`src/rtl/idv_pkg.sv`:
```
// idv_pkg: shared widths, constants and pipeline item types for the 32-bit divider
// no dependencies
`timescale 1ns / 1ps
`default_nettype none

package idv_pkg;

    localparam int DATA_W = 32;
    localparam int STEPS  = DATA_W;

    localparam logic [DATA_W-1:0] SIGN_MIN = {1'b1, {(DATA_W-1){1'b0}}};
    localparam logic [DATA_W-1:0] MAG_MAX  = {1'b0, {(DATA_W-1){1'b1}}};
    localparam logic [DATA_W-1:0] ONE      = {{(DATA_W-1){1'b0}}, 1'b1};
    localparam logic [DATA_W-1:0] ZERO     = '0;

    typedef enum logic {
        MODE_UNSIGNED = 1'b0,
        MODE_SIGNED   = 1'b1
    } mode_t;

    typedef struct packed {
        logic zero_res;  // result forced to zero
        logic one_res;   // result forced to one
        logic neg;       // negate quotient
        logic fix;       // min-int dividend correction
        logic sgn;       // signed mode, remainder is zero
    } idv_flags_t;

    typedef struct packed {
        idv_flags_t        flags;
        logic [DATA_W-1:0] rem;
        logic [DATA_W-1:0] nq;
        logic [DATA_W-1:0] dsr;
    } idv_item_t;

endpackage

`default_nettype wire

```
`src/rtl/idv_cell.sv`:
```
// idv_cell: one restoring shift-subtract step, registered toward the next cell
// depends on idv_pkg
`timescale 1ns / 1ps
`default_nettype none

module idv_cell (
    input  wire logic               clk,
    input  wire logic               rst_n,
    input  wire logic               en,
    input  wire logic               in_valid,
    input  wire idv_pkg::idv_item_t in_item,
    output logic                    out_valid,
    output idv_pkg::idv_item_t      out_item
);
    import idv_pkg::*;

    logic              valid_reg;
    idv_item_t         item_reg;
    idv_item_t         item_next;
    logic [DATA_W:0]   rem_sh;
    logic [DATA_W:0]   diff;
    logic              fits;

    assign rem_sh = {in_item.rem, in_item.nq[DATA_W-1]};
    assign diff   = rem_sh - {1'b0, in_item.dsr};
    assign fits   = !diff[DATA_W];

    always_comb
    begin
        item_next     = in_item;
        item_next.rem = fits ? diff[DATA_W-1:0] : rem_sh[DATA_W-1:0];
        item_next.nq  = {in_item.nq[DATA_W-2:0], fits};
    end

    always_ff @(posedge clk or negedge rst_n)
    begin
        if (!rst_n)
        begin
            valid_reg <= 1'b0;
        end
        else if (en)
        begin
            valid_reg <= in_valid;
        end
    end

    always_ff @(posedge clk)
    begin
        if (en)
        begin
            item_reg <= item_next;
        end
    end

    assign out_valid = valid_reg;
    assign out_item  = item_reg;

endmodule

`default_nettype wire

```
`config.mk`:
```
export PLATFORM = sky130hd
export DESIGN_NAME = idv_cell
export DESIGN_NICKNAME = d
export VERILOG_FILES = /design/src/rtl/idv_pkg.sv /design/src/rtl/idv_cell.sv
export SDC_FILE = /design/constraint.sdc
export NUM_CORES = 1
export LEC_CHECK = 0
export BUFFER_PORTS_ARGS = -buffer_cell sky130_fd_sc_hd__buf_2
export CAP_MARGIN = 5
export CORE_ASPECT_RATIO = 0.9
export CORE_MARGIN = 2
export CORE_UTILIZATION = 54
export CTS_CLUSTER_DIAMETER = 40
export DETAILED_ROUTE_END_ITERATION = 8
export GPL_TIMING_DRIVEN = 0
export PLACE_DENSITY = 0.85
export SLEW_MARGIN = 20
export SYNTH_ARGS = -nofsm -noshare
export SYNTH_HDL_FRONTEND = slang
export SYNTH_SLANG_ARGS = --single-unit
```
`constraint.sdc`:
```
create_clock -name clk -period 1.8 [get_ports clk]
set_clock_uncertainty 0.2 [all_clocks]
set_input_delay 0.54 -clock clk [delete_from_list [all_inputs] [get_ports clk]]
set_output_delay 0.54 -clock clk [all_outputs]
set_load 0.03 [all_outputs]
```
==> results.cfg <==
[floorplan]
dieWidth_microns = 111
core_area_sq_um = 10100
die_h_microns = 99.9
io-pin-count = 207
initial_core_util_pct = 54.6
dieArea_sq_um = 11100
rows = 35

[sta]
finalCritPeriodShare_pct = 168
fin_crit_ns = 3.02
setup_ws_ns = -1.22
hold_ws_ns = 0.159
worstMarginPinSlew_ns = 0.479
rsz0062_at_grt = true
slew_viol_final = 0
timing.max_slew.rel_slack_pct = 67.7
hold_viol_final = 0
max_freq_mhz = 332
setup_viol = 33

[worst_setup_path]
setup.worst_path.class = primary input to flop
reg2reg_from = out_valid
setup.worst_path.end = out_item[70]
path_max_fanout = 5
cp-start-kind = primary input
slowest_delay_ns = 0.36
critPathArrivalTime_ns = 2.92
crit_chain = buf_6 -> ha_4 -> a21oi_4 -> o211ai_1 -> a221o_1 -> a211o_1 -> o21a_1 -> o211ai_4 -> inv_4 -> buf_12 -> buf_12 -> mux2_4
critical_path.slowest_cell = a221o_1
critPathBufInv = 4
cp-end-kind = flop
r2r_cells = 1
cp_num_cells = 12
cp-startpoint = in_item[79]
cpMostUsedCell = buf_12
reg2reg_slack_ns = 0.82
critical_path.top_delay_family = compound AO/OA/AOI/OAI gates
r2r_end = out_valid
worstPathRequired_ns = 1.70

[grt]
grt_pass1_vias = 4595
grt_remaining_overflow = 0
track_usage_pct = 27.0
antenna_found_initial = 0
grt_first_pass_wirelength_mm = 23.6
grt_max_degree = 59

[placed_design]
dp_hpwl_mm = 11.1
pre_cts_ws_ns = -1.90
io_buffers = 206
gp_congestion = 0.818
placed_area_sq_um = 6870
dp_cells = 799

[final_layout]
drive_gt1_share_pct = 44.9
multiInputGateArea_sq_um = 2500
nets = 839
stdcell_count = 835
area.growth.synth_to_final_pct = 38.2
n_fill_cell = 674
seq_area_sq_um = 3060
final_cell_area_sq_um = 7630
final_util_pct = 75.4
n_antenna_cell = 0

[logic_synthesis]
ys_types = 51
synth_warnings = 0
post-synth-top-count-cell = edfxtp_1
synth_area_sq_um = 5520
syn_avg_cell_area_sq_um = 11.9
ys_seq_elements = 102
synth_async_sr_flop_share_pct = 0.980
ys_top_cells_by_count = edfxtp_1 (101), nand2_1 (44), inv_1 (41), a21oi_1 (34), ha_1 (32)
synth_edf_count = 101
syn_nets = 601
ys.flop_type = edfxtp_1
seq_area_frac_synth_pct = 55.4
yosys.area.top_type_share_pct = 54.9
netlist_instances = 463
synthTopCellsByArea = edfxtp_1 (55%), ha_1 (7.2%), mux2_4 (4.9%)
yosys.area.top_type = edfxtp_1

[clock_tree]
clkLatencyLatePin_ns = 0.34
cts_tree = built
path_clk_slew_ns = 0.08
numCtsBuffers = 9
cts_max_level = 3
clockBufferDepth = 2
cts-root-buf = clkbuf_16
clock_sinks = 102

[drt]
drc_errors = 0
drt-initial-drc-count = 282
avgRoutedWirePerCell_microns = 18.5
drt_wl_total_mm = 15.5
ant_nets = 0
first_pass_iters = 4
num_vias = 4642
avgViaCountPerCell = 5.56

[power]
p_int_mw = 4.84
swShare_pct = 33.3
pwr-share-seq_pct = 41.1
cellLeakagePower_nw = 3.43
power_frac_clock_pct = 26.3
power_per_cell_area_nw_per_um2 = 949
ir_drop_mv = 0.539
p_comb_share_pct = 32.6
p_switching_mw = 2.41

[job]
maxCapViolCount = 0

[outcome]
status = finished with violations
violations = setup timing

[hold_path]
hp-class = primary input to flop
placed cells by master, fill, tap and decap left out, types with 3 or more instances in the layout:
master / count
inv_2: 4
clkbuf_16: 9
buf_12: 3
o21ai_1: 3
clkbuf_1: 4
inv_4: 3
ha_2: 3
xnor2_1: 14
clkinv_4: 3
and3_1: 6
buf_2: 198
nand3_1: 9
o31ai_1: 4
a21oi_2: 5
buf_16: 3
o21a_1: 6
buf_4: 23
a21oi_4: 5
nor2b_1: 5
mux2_4: 18
nand4_1: 7
inv_1: 34
ha_1: 19
o211ai_1: 8
a21oi_1: 26
edfxtp_1: 101
nor3_1: 4
ha_4: 10
buf_6: 9
xor2_1: 10
a211oi_1: 4
nor2_1: 15
nand2b_1: 4
o21ai_0: 21
nand2_1: 42
and2_1: 3
o21bai_1: 5
a21o_1: 15
cells by family after synthesis:
| group | Yosys count | share of synthesized area (%) |
|---|---|---|
| xor+xnor | 24 | 3.81 |
| buf+inv | 57 | 4.30 |
| compound gates | 120 | 14.4 |
| fa+ha+maj | 33 | 7.61 |
| simple gates | 108 | 9.38 |
| flops | 102 | 55.4 |
| mux | 19 | 5.10 |
layer usage:
layer / wire [microns] / share of wire, % / up-vias / global-route usage, %
met5: 0 / 0 / - / 0
met4: 295 / 1.9 / 0 / 9.04
met3: 864 / 5.6 / 24 / 4.59
met2: 7740 / 50 / 190 / 47.6
met1: 6580 / 43 / 2233 / 34.3
li1: - / - / 2195 / -
worst min-delay path by stage:
stage / cells after the start / startpoint / end
3_3_place_gp: 1 / rst_n / out_valid
6_report: 1 / in_item[44] / out_item[45]
5_1_grt: 1 / in_item[96] / out_item[96]
2_1_floorplan: 0 / rst_n / out_valid
4_1_cts: 1 / in_item[45] / out_item[46]
3_5_place_dp: 1 / rst_n / out_valid
power by group through the flow:
stage                     clock [mW]  combinational [mW]  sequential [mW]
after floorplan                    0               0.887             3.55
after global placement             0                2.00             3.02
after detailed placement           0                2.04             3.03
after CTS                       1.91                2.29             2.98
after global routing            2.00                2.50             3.00
final                           1.91                2.36             2.98
metrics by stage:
step                power [mW]  setup TNS (ns)
finish                    7.25          -37.93
global route              7.50          -40.46
CTS                       7.17          -38.11
detailed placement        5.07          -59.89
global placement          5.02         -154.19
floorplan                 4.44          -40.77
repair_timing:
| item | 4_1_cts | 5_1_grt |
|---|---|---|
| endpoints found under the hold margin | 1 | 0 |
| buffers inserted | 22 | 4 |
| hold buffers | 1 | 0 |
| resized for setup | 42 | 26 |
| pin swaps | 25 | 16 |
| setup endpoints to repair | 33 | 33 |
| cloned | 2 | 0 |
sequential cells by signal (all words and copies together), names as in the netlist:
name and cells:
out_valid 1, out_item 101
area by class of cell:
class | count | area share [%]
clock inverter | 6 | 0.738
multi-input combinational | 304 | 32.8
timing repair buffer | 236 | 18.4
inverter | 42 | 2.23
buffer | 6 | 0.738
sequential | 102 | 40.1
clock buffer | 10 | 3.00
tap | 129 | 2.11
Note: power is estimated with default switching activity, not from simulation.
