**config.mk**
```make
export PLATFORM = sky130hd
export DESIGN_NAME = idv_prep
export DESIGN_NICKNAME = d
export VERILOG_FILES = /design/src/rtl/idv_pkg.sv /design/src/rtl/idv_prep.sv
export SDC_FILE = /design/constraint.sdc
export NUM_CORES = 1
export LEC_CHECK = 0
export ABC_AREA = 1
export BUFFER_PORTS_ARGS = -buffer_cell sky130_fd_sc_hd__buf_2
export CAP_MARGIN = 20
export CORE_MARGIN = 2
export CORE_UTILIZATION = 30
export CTS_BUF_LIST = sky130_fd_sc_hd__clkbuf_16
export DETAILED_ROUTE_END_ITERATION = 10
export HOLD_SLACK_MARGIN = 0.12
export MAX_ROUTING_LAYER = met4
export SETUP_SLACK_MARGIN = 0.05
export SLEW_MARGIN = 20
export SYNTH_ARGS = -nofsm -noshare
export SYNTH_HDL_FRONTEND = slang
export SYNTH_SLANG_ARGS = --single-unit
```
**constraint.sdc**
```tcl
create_clock -name clk -period 0.8 [get_ports clk]
set_clock_uncertainty 0.1 [all_clocks]
set_input_delay 0.16 -clock clk [delete_from_list [all_inputs] [get_ports clk]]
set_output_delay 0.16 -clock clk [all_outputs]
set_load 0.02 [all_outputs]
```
**src/rtl/idv_pkg.sv**
```systemverilog
// idv_pkg: shared widths, constants and pipeline item types for the 32-bit divider
// no dependencies
`timescale 1ns / 1ps
`default_nettype none

package idv_pkg;

    localparam int DATA_W = 32;
    localparam int STEPS  = DATA_W;

    localparam logic [DATA_W-1:0] SIGN_MIN = {1'b1, {(DATA_W-1){1'b0}}};
    localparam logic [DATA_W-1:0] MAG_MAX  = {1'b0, {(DATA_W-1){1'b1}}};
    localparam logic [DATA_W-1:0] ONE      = {{(DATA_W-1){1'b0}}, 1'b1};
    localparam logic [DATA_W-1:0] ZERO     = '0;

    typedef enum logic {
        MODE_UNSIGNED = 1'b0,
        MODE_SIGNED   = 1'b1
    } mode_t;

    typedef struct packed {
        logic zero_res;  // result forced to zero
        logic one_res;   // result forced to one
        logic neg;       // negate quotient
        logic fix;       // min-int dividend correction
        logic sgn;       // signed mode, remainder is zero
    } idv_flags_t;

    typedef struct packed {
        idv_flags_t        flags;
        logic [DATA_W-1:0] rem;
        logic [DATA_W-1:0] nq;
        logic [DATA_W-1:0] dsr;
    } idv_item_t;

endpackage

`default_nettype wire

```
**src/rtl/idv_prep.sv**
```systemverilog
// idv_prep: operand magnitudes and special-case flags, registered into the cell row
// depends on idv_pkg
`timescale 1ns / 1ps
`default_nettype none

module idv_prep (
    input  wire logic                       clk,
    input  wire logic                       rst_n,
    input  wire logic                       en,
    input  wire logic                       in_valid,
    input  wire logic                       req_type,
    input  wire logic [idv_pkg::DATA_W-1:0] dividend,
    input  wire logic [idv_pkg::DATA_W-1:0] divisor,
    output logic                            out_valid,
    output idv_pkg::idv_item_t              out_item
);
    import idv_pkg::*;

    logic      valid_reg;
    idv_item_t item_reg;
    idv_item_t item_next;
    mode_t     mode;

    assign mode = mode_t'(req_type);

    always_comb
    begin
        item_next          = '0;
        item_next.rem      = ZERO;
        item_next.nq       = dividend;
        item_next.dsr      = divisor;
        item_next.flags.zero_res = (divisor == ZERO);
        case (mode)
            MODE_SIGNED:
            begin
                item_next.flags.sgn = 1'b1;
                item_next.flags.one_res = (dividend == divisor);
                item_next.flags.zero_res = (dividend == ZERO) || (divisor == ZERO)
                    || ((divisor == SIGN_MIN) && (dividend != divisor));
                item_next.flags.neg = dividend[DATA_W-1] ^ divisor[DATA_W-1];
                item_next.flags.fix = (dividend == SIGN_MIN);
                item_next.dsr = divisor[DATA_W-1] ? (ZERO - divisor) : divisor;
                if (dividend == SIGN_MIN)
                begin
                    item_next.nq = MAG_MAX;
                end
                else if (dividend[DATA_W-1])
                begin
                    item_next.nq = ZERO - dividend;
                end
            end
            default:
            begin
                item_next.flags.sgn = 1'b0;
            end
        endcase
    end

    always_ff @(posedge clk or negedge rst_n)
    begin
        if (!rst_n)
        begin
            valid_reg <= 1'b0;
        end
        else if (en)
        begin
            valid_reg <= in_valid;
        end
    end

    always_ff @(posedge clk)
    begin
        if (en)
        begin
            item_reg <= item_next;
        end
    end

    assign out_valid = valid_reg;
    assign out_item  = item_reg;

endmodule

`default_nettype wire

```
==> results.sh <==
export IMPL_setup_viol=137
export IMPL_cts_root_buf="clkbuf_16"
export IMPL_grt_max_degree=21
export IMPL_synth_flop_cell="edfxtp_1"
export IMPL_drtIter0Drc=302
export IMPL_synth_top_cell_by_area="edfxtp_1"
export IMPL_post_place_ws_ns=-1.12
export IMPL_hold_ws_ns=-0.0415
export IMPL_grt_pass1_vias=5419
export IMPL_status="complete, but fails checks"
export IMPL_numClockSinks=70
export IMPL_timing_rr_start="out_valid$_DFFE_PN0P_"
export IMPL_drcViolationCount=0
export IMPL_core_sq_mm=0.0159
export IMPL_final_cell_area_sq_mm=0.00903
export IMPL_routedWlPerCell_microns=14.6
export IMPL_fin_crit_ns=1.50
export IMPL_worstHoldStart="in_valid"
export IMPL_synth_area_per_cell_sq_um=7.69
export IMPL_post_dp_cell_area_sq_mm=0.00754
export IMPL_switching_share_pct=30.3
export IMPL_path_class="input port to register"
export IMPL_antenna_found_initial=0
export IMPL_slew_viol_final=0
export IMPL_synth_most_common_cell="nand2_1"
export IMPL_drt_wl_total_microns=17900
export IMPL_drive_gt1_share_pct=51.3
export IMPL_nNetsFinal=1076
export IMPL_cts_buffers=9
export IMPL_synthArstFlopShare_pct=1.43
export IMPL_max_freq_ghz=0.666
export IMPL_fin_crit_sh_pct=188
export IMPL_syn_cell_area_sq_mm=0.00492
export IMPL_setup_tns_ns=-59.80
export IMPL_synthToLayoutAreaGrowth_pct=83.5
export IMPL_endpoint_kind="register"
export IMPL_place_congestion=0.895
export IMPL_synthTopCellsByArea="edfxtp_1 (42%), nand2_1 (13%), nand3_1 (7.4%)"
export IMPL_cp_max_fo=4
export IMPL_synth_cells_most_frequent="nand2_1 (170), inv_1 (84), nand3_1 (73)"
export IMPL_vdd_drop_max_mv=1.16
export IMPL_ys_ff_latch=70
export IMPL_hp_class="input port to register"
export IMPL_syn_inst=640
export IMPL_cts_buffer_depth=2
export IMPL_worstPathRequired_ns=0.79
export IMPL_port_buffers=138
export IMPL_power_switching_w=0.00378
export IMPL_ctsHtreeMaxLevel=3
export IMPL_p_comb_share_pct=30.9
export IMPL_holdPathStages=2
export IMPL_drv_cap=0
export IMPL_synth_top_area_share_pct=42.1
export IMPL_seq_power_share_pct=37.1
export IMPL_drt_first_pass_iters=5
export IMPL_hold_buffers=1
export IMPL_powerDensity_mw_per_mm2=1380
export IMPL_cts_clk_slew_worst_paths_ns=0.06
export IMPL_via_count=5419
export IMPL_antenna_left=0
export IMPL_hpwl_microns=13200
export IMPL_avgViaCountPerCell=4.42
export IMPL_cts_tree="done"
export IMPL_die_area_sq_mm=0.0175
export IMPL_ys_types=39
export IMPL_track_usage_pct=20.7
export IMPL_rows=46
export IMPL_cp_start_kind="input port"
export IMPL_ys_seq_area_share_pct=42.6
export IMPL_p_clk_share_pct=31.9
export IMPL_die_w_microns=132
export IMPL_p_total_w=0.0125
export IMPL_initial_core_util_pct=30.9
export IMPL_ff2ff_path_depth=1
export IMPL_leakage_nw=4.41
export IMPL_grt_pass1_wl_microns=27400
export IMPL_fp_dieH_microns=132
export IMPL_rsz0062_at_grt="yes"
export IMPL_reg2reg_slack_ns=-0.08
export IMPL_diodes=0
export IMPL_synth_edf_count=69
export IMPL_grt_overflow=0
export IMPL_arrival_ns=1.49
export IMPL_layout_setup_ws_ns=-0.702
export IMPL_yosysWarningCount=0
export IMPL_io_pins=171
export IMPL_violations="negative hold slack, negative setup slack"
export IMPL_whs_endpoint="out_valid$_DFFE_PN0P_"
export IMPL_clk_latency_ns=0.33
export IMPL_hold_viol=1
export IMPL_internal_power_w=0.00869
export IMPL_worstReg2RegEnd="out_valid$_DFFE_PN0P_"
-- placed cells by master, fill, tap and decap left out, types with 9 or more instances in the layout --
| cell type | netlist | final |
|---|---|---|
| buf_4 | 34 | 192 |
| nand2_1 | 170 | 142 |
| buf_2 | 5 | 86 |
| inv_1 | 84 | 75 |
| edfxtp_1 | 69 | 69 |
| buf_6 | 0 | 63 |
| nor2_1 | 71 | 50 |
| nand3_1 | 73 | 36 |
| nand3_2 | 3 | 33 |
| conb_1 | 1 | 32 |
| xor2_1 | 26 | 24 |
| nand2_2 | 4 | 21 |
| xnor2_1 | 17 | 15 |
| nor2_2 | 2 | 14 |
| o21ai_0 | 16 | 14 |
| buf_12 | 0 | 14 |
| nor2_4 | 1 | 10 |
| nand2_4 | 0 | 10 |
| clkbuf_16 | 0 | 9 |
-- per-layer routing --
| metal | up-vias | wire, microns | global-route usage, % |
|---|---|---|---|
| met5 | - | 0 | - |
| li1 | 2739 | - | - |
| met1 | 2493 | 7710 | 24.7 |
| met2 | 166 | 8990 | 36.3 |
| met3 | 21 | 849 | 3.04 |
| met4 | 0 | 325 | 5.62 |
-- flip-flops by register name, indices dropped and copies added, names as in the netlist --
signal and cells:
out_item 69, out_valid 1
-- area by class of cell --
class                   count  area, sq um
clock inverters             7         65.1
repair buffers            365         3020
clock buffers               9          225
well taps                 216          270
fillers                  1416         6910
flip-flops and latches     70         2100
inverters                  88          394
multi-input cells         471         2960
-- power groups by stage --
stage	Sequential, W	Clock (W)	Combinational, W
finish	0.00463	0.00398	0.00386
global route	0.00466	0.00417	0.00414
CTS	0.00460	0.00405	0.00362
detailed placement	0.00464	0	0.00326
global placement	0.00465	0	0.00323
floorplan	0.00511	0	0.00123
-- through the flow --
stage	cells	utilization [%]	hold slack, ns
3_3_place_gp	1178	47.3	-0.166
6_report	1226	56.7	-0.0415
4_1_cts	1221	54.4	-0.0452
5_1_grt	1226	56.7	-0.0223
3_5_place_dp	1178	47.3	-0.161
2_1_floorplan	671	-	-0.236
-- critical path, stage by stage --
cell	delay (ns)
buf_8	0.10
clkinvlp_4	0.09
buf_6	0.12
nand3_4	0.08
nor2_4	0.14
nand2_4	0.07
nor2_4	0.21
nand2_4	0.09
o21ai_4	0.22
xor2_1	0.16
inv_1	0.05
-- worst max path at each step --
stage / from / to / slack (ns) / cells past startpoint
global placement: dividend[1] / out_item[36]$_DFFE_PP_ / -1.09 / 9
finish: divisor[2] / out_item[20]$_DFFE_PP_ / -0.70 / 11
floorplan: divisor[1] / out_item[20]$_DFFE_PP_ / -0.73 / 10
global route: divisor[1] / out_item[17]$_DFFE_PP_ / -0.78 / 10
detailed placement: dividend[1] / out_item[36]$_DFFE_PP_ / -1.12 / 9
CTS: dividend[0] / out_item[58]$_DFFE_PP_ / -0.63 / 11
-- what timing repair did --
action	in CTS	in global routing
gates cloned	3	0
pin swaps	64	53
gates resized for setup	151	97
setup endpoints to repair	138	138
setup buffers	24	14
hold endpoints to repair	9	5
-- cell families after synthesis --
kind of cell,after synthesis,synth area share (%)
and+or+nand+nor,358,31.8
buffers and inverters,130,12.6
adders and majority gates,2,0.508
AOI/OAI and AO/OA,35,4.55
xor gates and xnor gates,43,7.65
other,1,0.0762
muxes,1,0.229
DFF,70,42.6
(Power assumes the default switching activity.)
