<file path="src/rtl/idv_pkg.sv">
// idv_pkg: shared widths, constants and pipeline item types for the 32-bit divider
// no dependencies
`timescale 1ns / 1ps
`default_nettype none

package idv_pkg;

    localparam int DATA_W = 32;
    localparam int STEPS  = DATA_W;

    localparam logic [DATA_W-1:0] SIGN_MIN = {1'b1, {(DATA_W-1){1'b0}}};
    localparam logic [DATA_W-1:0] MAG_MAX  = {1'b0, {(DATA_W-1){1'b1}}};
    localparam logic [DATA_W-1:0] ONE      = {{(DATA_W-1){1'b0}}, 1'b1};
    localparam logic [DATA_W-1:0] ZERO     = '0;

    typedef enum logic {
        MODE_UNSIGNED = 1'b0,
        MODE_SIGNED   = 1'b1
    } mode_t;

    typedef struct packed {
        logic zero_res;  // result forced to zero
        logic one_res;   // result forced to one
        logic neg;       // negate quotient
        logic fix;       // min-int dividend correction
        logic sgn;       // signed mode, remainder is zero
    } idv_flags_t;

    typedef struct packed {
        idv_flags_t        flags;
        logic [DATA_W-1:0] rem;
        logic [DATA_W-1:0] nq;
        logic [DATA_W-1:0] dsr;
    } idv_item_t;

endpackage

`default_nettype wire

</file>
<file path="src/rtl/idv_fin.sv">
// idv_fin: special cases, min-int correction and sign, into the output register
// depends on idv_pkg
`timescale 1ns / 1ps
`default_nettype none

module idv_fin (
    input  wire logic                       clk,
    input  wire logic                       rst_n,
    input  wire logic                       en,
    input  wire logic                       in_valid,
    input  wire idv_pkg::idv_item_t         in_item,
    output logic                            out_valid,
    output logic [idv_pkg::DATA_W-1:0]      quotient,
    output logic [idv_pkg::DATA_W-1:0]      remainder
);
    import idv_pkg::*;

    logic              valid_reg;
    logic [DATA_W-1:0] quo_reg;
    logic [DATA_W-1:0] rem_reg;
    logic [DATA_W-1:0] quo_next;
    logic [DATA_W-1:0] rem_next;
    logic              corr;

    assign corr = in_item.flags.fix && ((in_item.rem + ONE) == in_item.dsr);

    always_comb
    begin
        rem_next = in_item.flags.sgn ? ZERO : in_item.rem;
        if (in_item.flags.zero_res)
        begin
            quo_next = ZERO;
            rem_next = ZERO;
        end
        else if (in_item.flags.one_res)
        begin
            quo_next = ONE;
        end
        else if (corr && in_item.flags.neg)
        begin
            quo_next = ~in_item.nq;
        end
        else if (corr)
        begin
            quo_next = in_item.nq + ONE;
        end
        else if (in_item.flags.neg)
        begin
            quo_next = ZERO - in_item.nq;
        end
        else
        begin
            quo_next = in_item.nq;
        end
    end

    always_ff @(posedge clk or negedge rst_n)
    begin
        if (!rst_n)
        begin
            valid_reg <= 1'b0;
        end
        else if (en)
        begin
            valid_reg <= in_valid;
        end
    end

    always_ff @(posedge clk)
    begin
        if (en && in_valid)
        begin
            quo_reg <= quo_next;
            rem_reg <= rem_next;
        end
    end

    assign out_valid = valid_reg;
    assign quotient  = quo_reg;
    assign remainder = rem_reg;

endmodule

`default_nettype wire
</file>
<file path="config.mk">
export PLATFORM = sky130hd
export DESIGN_NAME = idv_fin
export DESIGN_NICKNAME = d
export VERILOG_FILES = /design/src/rtl/idv_pkg.sv /design/src/rtl/idv_fin.sv
export SDC_FILE = /design/constraint.sdc
export NUM_CORES = 1
export LEC_CHECK = 0
export BUFFER_PORTS_ARGS = -buffer_cell sky130_fd_sc_hd__buf_4
export CORE_MARGIN = 2
export CORE_UTILIZATION = 42
export CTS_BUF_LIST = sky130_fd_sc_hd__clkbuf_4
export CTS_CLUSTER_SIZE = 30
export DETAILED_ROUTE_END_ITERATION = 8
export GPL_TIMING_DRIVEN = 0
export PLACE_DENSITY = 0.66
export RECOVER_POWER = 100
export SLEW_MARGIN = 20
export SYNTH_ARGS = -nofsm -noshare
export SYNTH_HDL_FRONTEND = slang
export SYNTH_SLANG_ARGS = --single-unit
</file>
<file path="constraint.sdc">
create_clock -name clk -period 0.9 [get_ports clk]
set_input_delay 0.18 -clock clk [delete_from_list [all_inputs] [get_ports clk]]
set_output_delay 0.18 -clock clk [all_outputs]
set_load 0.02 [all_outputs]
</file>
==> results by stage, run 1 <==
Logic synthesis:
- The number of instances in the synthesized netlist is roughly 570.
- The most instantiated flip-flop cell in the synthesis netlist is sky130_fd_sc_hd__edfxtp_1.
- The number of nets in the synthesized netlist is around 700.
- The synthesized design contains 65 register bits.
- The area of the mapped netlist is between 5000 and 6000 um^2.
- In this run the mean area of a mapped cell was a little under 9 um^2.
- During synthesis, Yosys emitted a total of 0 warnings.
- After synthesis, the share of flip-flops with an asynchronous set or reset is 0.01538.
- The sequential cell area fraction in the yosys report is 0.3832.
- The synthesized design contains 64 enable-type register cells.
- In this run, distinct cell masters in the synthesized netlist total between 60 and 70.

Final layout:
- The final standard cell count with taps included and fillers excluded is 960.
- The signed area change from the synthesized netlist to the final layout is 65.82%.
- The number of filler instances in the final layout is around 920.
- 0 antenna diodes ended up in the layout.
- The area of the multi-input gates is approximately 3800 um^2.
- After routing the design area is 8426 um^2.
- In the final layout, the share of cells above drive strength 1 is 0.4514.
- Leaving out fill and tap cells, the most frequent cells in the layout are sky130_fd_sc_hd__buf_4 (122), sky130_fd_sc_hd__buf_6 (84), sky130_fd_sc_hd__edfxtp_1 (64).
- The most frequent standard cell in the layout excluding fill and tap cells is sky130_fd_sc_hd__buf_4.
- The net count of the finished layout is approximately 920.
- Across the whole layout, storage elements account for ~1900 um^2.
- Measured on the finished design, the core utilization comes to 0.7074.

Job:
- Across the run, the number of max-cap violations was 0.

Place:
- The total instance count after detailed placement is a little under 900.
- The worst-case setup slack after placement is -2.996 ns.
- During placement, the flow inserted port buffers numbering between 150 and 200.
- At the end of routability-driven placement, the weighted congestion stood at roughly 0.94.
- The placed standard-cell area is approximately 6700 um^2.
- The HPWL reported at the end of detailed placement is around 13000 um.

Global route:
- The most congested layer reported by global routing is met2.
- In the global route stage, met3 resource usage came out at 0.05579.
- In the global route stage, overall resource usage came out at 0.2737.
- The number of antenna violations at the first check in global routing is 0.
- The met2 layer usage reported by global route is 0.4790.
- The largest net degree at the start of global routing is 33.
- The global-route wire length before repair is around 28000 um.
- For this run, global-route usage on met1 was measured as 0.3212.
- The sum of overflow across all layers after global routing is 0.
- The via count of the first global-routing pass is around 5600.

Setup path:
- The critical path start-end classification is in -> reg.
- The setup slack on the worst flop-to-flop path is between 0.1 and 0.15 ns.
- STA puts the critical path data required time at around 1.1 ns.
- The worst setup path is launched from an input pin.
- The worst setup path is captured at a flip-flop.
- Along the worst path, the maximum fanout reaches 6.
- The cell count of the worst reg-to-reg path is 1.
- The data arrival time of the critical path is slightly below 3 ns.

Drt:
- For this run, design rule violations remaining after detail routing come to 0.
- The first TritonRoute pass finished after 5 iterations.
- The routed layout has 5719 vias.
- The count of nets left with antenna violations once routing finished came out at 0.
- Dividing the detail-routed wire length by the instance count gives approximately 19 um.
- Using the TritonRoute via totals, the vias-per-cell ratio works out to roughly 6.0.
- The total wire length after detailed routing is between 15000 and 20000 um.
- The first routing iteration left between 300 and 400 violations.

Run status:
- The checks that failed: negative setup slack.
- The run finished, with violations left.

STA:
- Setup repair after global routing could not meet its margin everywhere.
- Dividing the final minimum period by the clock period gives 3.072.
- On the final layout, the worst clock skew is 0 ns.
- The worst-case headroom to the max-slew limit is 0.3916.
- The hold violation total from the final report is 0.
- The post-route minimum period is approximately 2.8 ns.
- The maximum clock frequency is between 300 and 400 MHz.
- Setup violations remaining at the end of the flow were counted as 97.
- For the pin with the worst max-slew slack, the measured transition is ~0.91 ns.
- The max-slew violation total from the final report is 0.
- The worst setup margin is -1.865 ns.

Power:
- The power share of the combinational group is 0.326.
- In this run the power spent charging and discharging nets is 2.684 mW.
- The worst supply voltage drop on vdd is approximately 0.6 mV.
- The total power is a little under 9 mW.
- The share of total power dissipated in sequential elements is 0.417.
- The power per unit of standard cell area is between 1000 and 1500 nW/um^2.
- The static leakage is roughly 3.2 nW.
- The proportion of total power due to net switching is 0.3082.
- The internal power contribution is 6.025 mW.
- The clock network power share is 0.257.

Floorplanning:
- In this run the standard cell core region covers around 12000 um^2.
- The initial utilization of the core area, before any placement, comes to 0.4266.
- For this design the top-level I/O count stands at between 150 and 200.
- The die covers 12990 um^2.
- The floorplan has 40 rows.
- The die is between 100 and 150 um tall.
- In this run the horizontal extent of the chip is approximately 110 um.

Hold path:
- The class of the tightest hold or removal check is in -> reg.
- The worst hold path was traced through 2 stages.

CTS:
- After clock tree synthesis, the clock-pin slew on the worst setup and hold paths is roughly 0.12 ns.
- In this run the number of H-tree levels came out at 3.
- The CTS tree is done.
- In this run the clock root is driven by a sky130_fd_sc_hd__clkbuf_4.
- The number of buffers added by the clock tree synthesis step is 9.
- The clock passes through at most 2 buffers.
- The worst-skew pair later-pin latency is roughly 0.44 ns.
- The number of sinks on the clock net is between 60 and 70.
path summary, 6_finish.rpt:
path                                end         from
hold reg to reg               out_valid    out_valid
setup reg to reg              out_valid    out_valid
setup / recovery            quotient[8]  in_item[81]
max in group asynchronous     out_valid        rst_n
min in group asynchronous     out_valid        rst_n
hold / removal             remainder[1]  in_item[65]
power by group through the flow:
stage               combinational [mW]  sequential [mW]  clock (mW)
floorplan                        0.920             3.91           0
global placement                  2.24             3.66           0
detailed placement                2.26             3.67           0
CTS                               2.65             3.63        2.30
global route                      3.01             3.65        2.42
finish                            2.84             3.63        2.24
through the flow:
stage / setup TNS [ns] / hold slack [ns]
floorplan: -72.90 / -0.1156
global placement: -121.35 / -0.04436
detailed placement: -124.73 / -0.04404
CTS: -75.61 / 0.0001118
global route: -79.60 / 0.008865
finish: -73.82 / 0.02349
state kept, by name, indices dropped and copies added, names as in the netlist:
name,count
quotient,32
out_valid,1
remainder,32
synthesized netlist by cell type (all sizes together), types with 3 or more instances:
master	instances	area share
edfxtp	64	0.38
nand2	54	0.040
nor2	52	0.038
and2	37	0.046
xnor2	36	0.062
nand3	26	0.027
nor3	26	0.027
o21ai	24	0.024
a21oi	21	0.021
nand4	18	0.025
inv	16	0.012
o31ai	16	0.024
or3	16	0.020
xor2	14	0.024
nor4	13	0.020
clkbuf	12	0.0089
or4	11	0.017
buf	10	0.012
and4	9	0.016
and3	8	0.0099
o211ai	8	0.012
mux2i	7	0.014
or2	7	0.0086
o21a	6	0.0089
o22ai	6	0.0074
o41ai	6	0.010
a31oi	5	0.0091
a211oi	4	0.0059
o311ai	4	0.0069
a211o	3	0.0052
a21o	3	0.0044
ha	3	0.0074
nor3b	3	0.0044
routing by layer:
metal,vias up,part of all wire
met3,44,0.074
met5,-,0
li1,2657,-
met2,294,0.50
met1,2724,0.39
met4,0,0.032
cell type report:
| type | instances | area share |
|---|---|---|
| Sequential cell | 65 | 0.2311 |
| Timing Repair Buffer | 224 | 0.2489 |
| Buffer | 20 | 0.02287 |
| Multi-Input combinational cell | 472 | 0.4495 |
| Inverter | 16 | 0.007128 |
| Clock inverter | 6 | 0.009801 |
| Clock buffer | 10 | 0.008910 |
| Tap cell | 147 | 0.02183 |
worst max-delay path: stages:
cell,delay (ns)
sky130_fd_sc_hd__buf_8,0.08
sky130_fd_sc_hd__nand4_1,0.12
sky130_fd_sc_hd__buf_4,0.16
sky130_fd_sc_hd__or4_4,0.45
sky130_fd_sc_hd__nor2_4,0.11
sky130_fd_sc_hd__a31oi_2,0.09
sky130_fd_sc_hd__or4_4,0.54
sky130_fd_sc_hd__nor4_4,0.33
sky130_fd_sc_hd__buf_6,0.20
sky130_fd_sc_hd__buf_6,0.12
sky130_fd_sc_hd__buf_6,0.09
sky130_fd_sc_hd__o21ai_4,0.11
sky130_fd_sc_hd__o211ai_1,0.15
sky130_fd_sc_hd__xnor2_1,0.15
sky130_fd_sc_hd__nor2_1,0.06
repair_timing:
action / 4_1_cts / 5_1_grt
endpoints found under the hold margin: 2 / 0
pin swaps: 50 / 57
cloned: 1 / 0
buffers inserted: 34 / 22
resized for setup: 170 / 77
hold buffers: 3 / 0
endpoints found under the setup margin: 161 / 97
kinds of logic (layout without fill, tap and decap cells):
| kind of cell | count (synthesis) | in the layout | share of synthesized area |
|---|---|---|---|
| and+or+nand+nor | 290 | 291 | 0.3127 |
| AOI/OAI and AO/OA | 120 | 120 | 0.1618 |
| DFF | 65 | 65 | 0.3832 |
| xor gates and xnor gates | 50 | 50 | 0.08619 |
| buffers and inverters | 38 | 276 | 0.03275 |
| muxes | 8 | 8 | 0.01601 |
| adders and majority gates | 3 | 3 | 0.007388 |
(Power assumes the default switching activity.)
==> run 2, diff against run 1 <==
HOLD_SLACK_MARGIN = 0.06   (was not set)
SKIP_LAST_GASP = 1   (was not set)
==> run 2 against run 1 <==
Net effect: the flow still finishes with violations (negative setup slack); flip-flop and latch count unchanged; critical path depth down 2; wire length up 2.2%; sequential share of layout area down 0.44 points; die area unchanged; clock skew unchanged; sequential power about the same; combinational power up 3%; register-to-register slack about the same; fmax down 1.0%; final cell count up 2.2%; clock-buffer cell count unchanged; largest power group unchanged.
==> results by stage, run 2 (synthesis gave the netlist of run 1 again) <==
STA:
- The max-slew violation total from the final report is 0.
- The tightest hold path in the finished design has a slack of between 0.07 and 0.08 ns.
- The final period utilization is 3.104.
- At the pin with the least slew margin, the transition time is about 0.9 ns.
- The hold violation total from the final report is 0.
- In the post-route analysis, the smallest setup slack over all paths is -1.894 ns.
- The worst-case headroom to the max-slew limit is 0.4173.
- The count of final setup violators is about 110.
- The clock arrives with 0 ns of skew.
- The maximum clock frequency is 358.0 MHz.
- Setup repair after global routing could not meet its margin everywhere.
- The post-route minimum period is 2.794 ns.

Floorplanning:
- The boundary pin count is 170.
- For this configuration, the core starts out at a cell density of 0.4266.
- Measured along the x axis, the die boundary spans 114.0 um.
- The floorplan has 40 rows.
- The die area is 12990 um^2.
- The floorplan step set the die height to approximately 110 um.
- The core region is roughly 12000 um^2.

Place:
- At the end of routability-driven placement, the weighted congestion stood at 0.9448.
- The number of buffer cells added on primary ports is 165.
- The placed standard-cell area is roughly 6700 um^2.
- Counting tap cells, the placed design contains a total of ~890 instances.
- Summed over all nets, the half-perimeter wirelength after detailed placement is 12990 um.
- The worst-case setup slack after placement is -2.996 ns.

Setup path:
- The data arrival time of the critical path is just over 3 ns.
- STA puts the critical path data required time at between 1 and 1.5 ns.
- The largest fanout on the critical path is 6.
- The nature of the critical path startpoint is an input pin.
- The cell with the biggest individual delay on the critical path is sky130_fd_sc_hd__or4_4.
- The kind of end point of the critical path is a flip-flop.
- Measured in cells, the most critical reg-to-reg path has a length of 1.
- The family of cells with the greatest summed delay on the critical path is simple AND/OR/NAND/NOR gates.
- The largest stage delay on the critical path is 0.57 ns.
- The destination of the worst register-to-register timing path is out_valid.
- The setup slack on the worst flop-to-flop path is about 0.13 ns.
- The combined buffer and inverter count along the critical path is 3.
- By startpoint and endpoint, the worst setup path is classified as in -> reg.
- Walking the worst path, the cells encountered are buf_8 -> ha_4 -> and4_4 -> nand4_1 -> o21ai_2 -> o2111ai_2 -> or4_4 -> nor4_4 -> buf_6 -> buf_4 -> nor3_1 -> or4_1 -> a21oi_2.
- The origin of the critical flop-to-flop path is out_valid.

Final layout:
- The share of cells above drive strength 1 is 0.4221.
- The number of antenna diodes in the final layout is 0.
- The final standard cell count with taps included and fillers excluded is a little under 1000.
- The most frequent standard cell in the layout excluding fill and tap cells is sky130_fd_sc_hd__buf_4.
- Relative to the synthesized area, the layout overhead comes to 69.07%.
- The net count of the finished layout is between 900 and 1000.
- The final non-filler cell area is 8591 um^2.
- The top cell types in the final layout, fill and taps aside, are sky130_fd_sc_hd__buf_4 (121), sky130_fd_sc_hd__buf_6 (85), sky130_fd_sc_hd__edfxtp_1 (64).

Job:
- The tool flagged a number of max-cap violations equal to 0.

Global route:
- The met2 layer usage reported by global route is 0.4933.
- The layer flagged by global routing as most heavily used is met2.
- The largest net degree at the start of global routing is 33.
- The number of antenna violations at the first check in global routing is 0.
- The first global-routing pass estimated approximately 28000 um of wire.
- After global routing the overflow that remains totals 0.
- The overall global routing resource usage is 0.2793.
- In the global route stage, met1 resource usage came out at 0.3322.
- The via count of the first global-routing pass came to 5707.
- The global-route met3 utilization is 0.05154.

CTS:
- TritonCTS created 9 clock buffers.
- In this run the deepest clock path goes through 2 buffers.
- The CTS tree is done.
- The clock net in this run drives a total of 65 sinks.
- The number of H-tree branching levels is 3.
- After clock tree synthesis, the clock-pin slew on the worst setup and hold paths is between 0.1 and 0.15 ns.
- At the later pin of the worst-skew pair, clock insertion delay measures about 0.44 ns.
- Clock tree synthesis selected as its root buffer the cell sky130_fd_sc_hd__clkbuf_4.

Drt:
- Before antenna repair, the detailed router went through 5 iterations.
- The number of DRC markers after the initial detailed-route iteration is roughly 430.
- The mean routed wirelength per cell is about 19 um.
- The routed design has roughly 19000 um of wire.
- For this run, design rule violations remaining after detail routing come to 0.
- In this run the remaining antenna-violating nets after routing total 0.
- The average via count per standard cell is between 5 and 6.
- The number of vias in the routed layout is about 5800.

Run status:
- The final reports fail on negative setup slack.
- The flow ran to the end, but the final reports show violations.

Hold path:
- The worst hold path belongs to the class in -> reg.
- The worst hold path was traced through 2 stages.
- The launch point of the worst hold path is in_item[73].
- For hold timing, the worst endpoint is remainder[9].

Power:
- The power per unit of standard cell area is around 1000 nW/um^2.
- The total power is between 8 and 9 mW.
- The static leakage is 3.255 nW.
- The worst supply voltage drop on vdd is between 0.6 and 0.7 mV.
run 2: cell count changes in the layout (fill, tap and decap cells not counted), moves of 3 or more:
cell,change
sky130_fd_sc_hd__a21oi_1,+3
sky130_fd_sc_hd__buf_8,-5
sky130_fd_sc_hd__a21oi_2,-4
sky130_fd_sc_hd__dlygate4sd3_1,+24
run 2: layout make-up:
class / count / area, um^2
Fill cell: 885 / 3321
Clock inverter: 6 / 82.58
Timing Repair Buffer: 245 / 2307
Clock buffer: 10 / 75.07
Tap cell: 147 / 183.9
Inverter: 16 / 60.06
Multi-Input combinational cell: 472 / 3745
Sequential cell: 65 / 1947
Buffer: 20 / 190.2
run 2: worst max-delay path by stage:
stage,startpoint,end,cells after the start
detailed placement,in_item[75],quotient[21],11
finish,in_item[65],quotient[9],13
floorplan,in_item[78],quotient[9],12
global placement,in_item[75],quotient[21],11
CTS,in_item[70],quotient[9],11
global route,in_item[65],quotient[23],16
run 2: power by group:
part / switching [mW] / internal, mW / total (mW)
clock network: 1.11 / 1.14 / 2.25
registers: 0.0911 / 3.54 / 3.63
logic: 1.52 / 1.40 / 2.92
total: 2.72 / 6.09 / 8.81
run 2: metal layers:
metal | up-vias | wire, um
met3 | 59 | 1390
met1 | 2780 | 7355
met5 | - | 0
li1 | 2698 | -
met2 | 295 | 9239
met4 | 0 | 707
run 2: per-stage QoR:
step           utilization  setup TNS, ns
3_5_place_dp        0.5621        -124.73
3_3_place_gp        0.5621        -121.35
2_1_floorplan            -         -72.90
4_1_cts             0.6782         -75.66
5_1_grt             0.7212         -81.07
6_report            0.7212         -75.07
run 2: what timing repair did:
item / 4_1_cts / 5_1_grt
resized for setup: 165 / 71
endpoints found under the setup margin: 161 / 97
setup buffers: 34 / 19
gates cloned: 1 / 0
hold buffers: 24 / 3
endpoints found under the hold margin: 24 / 3
pin swaps: 50 / 51
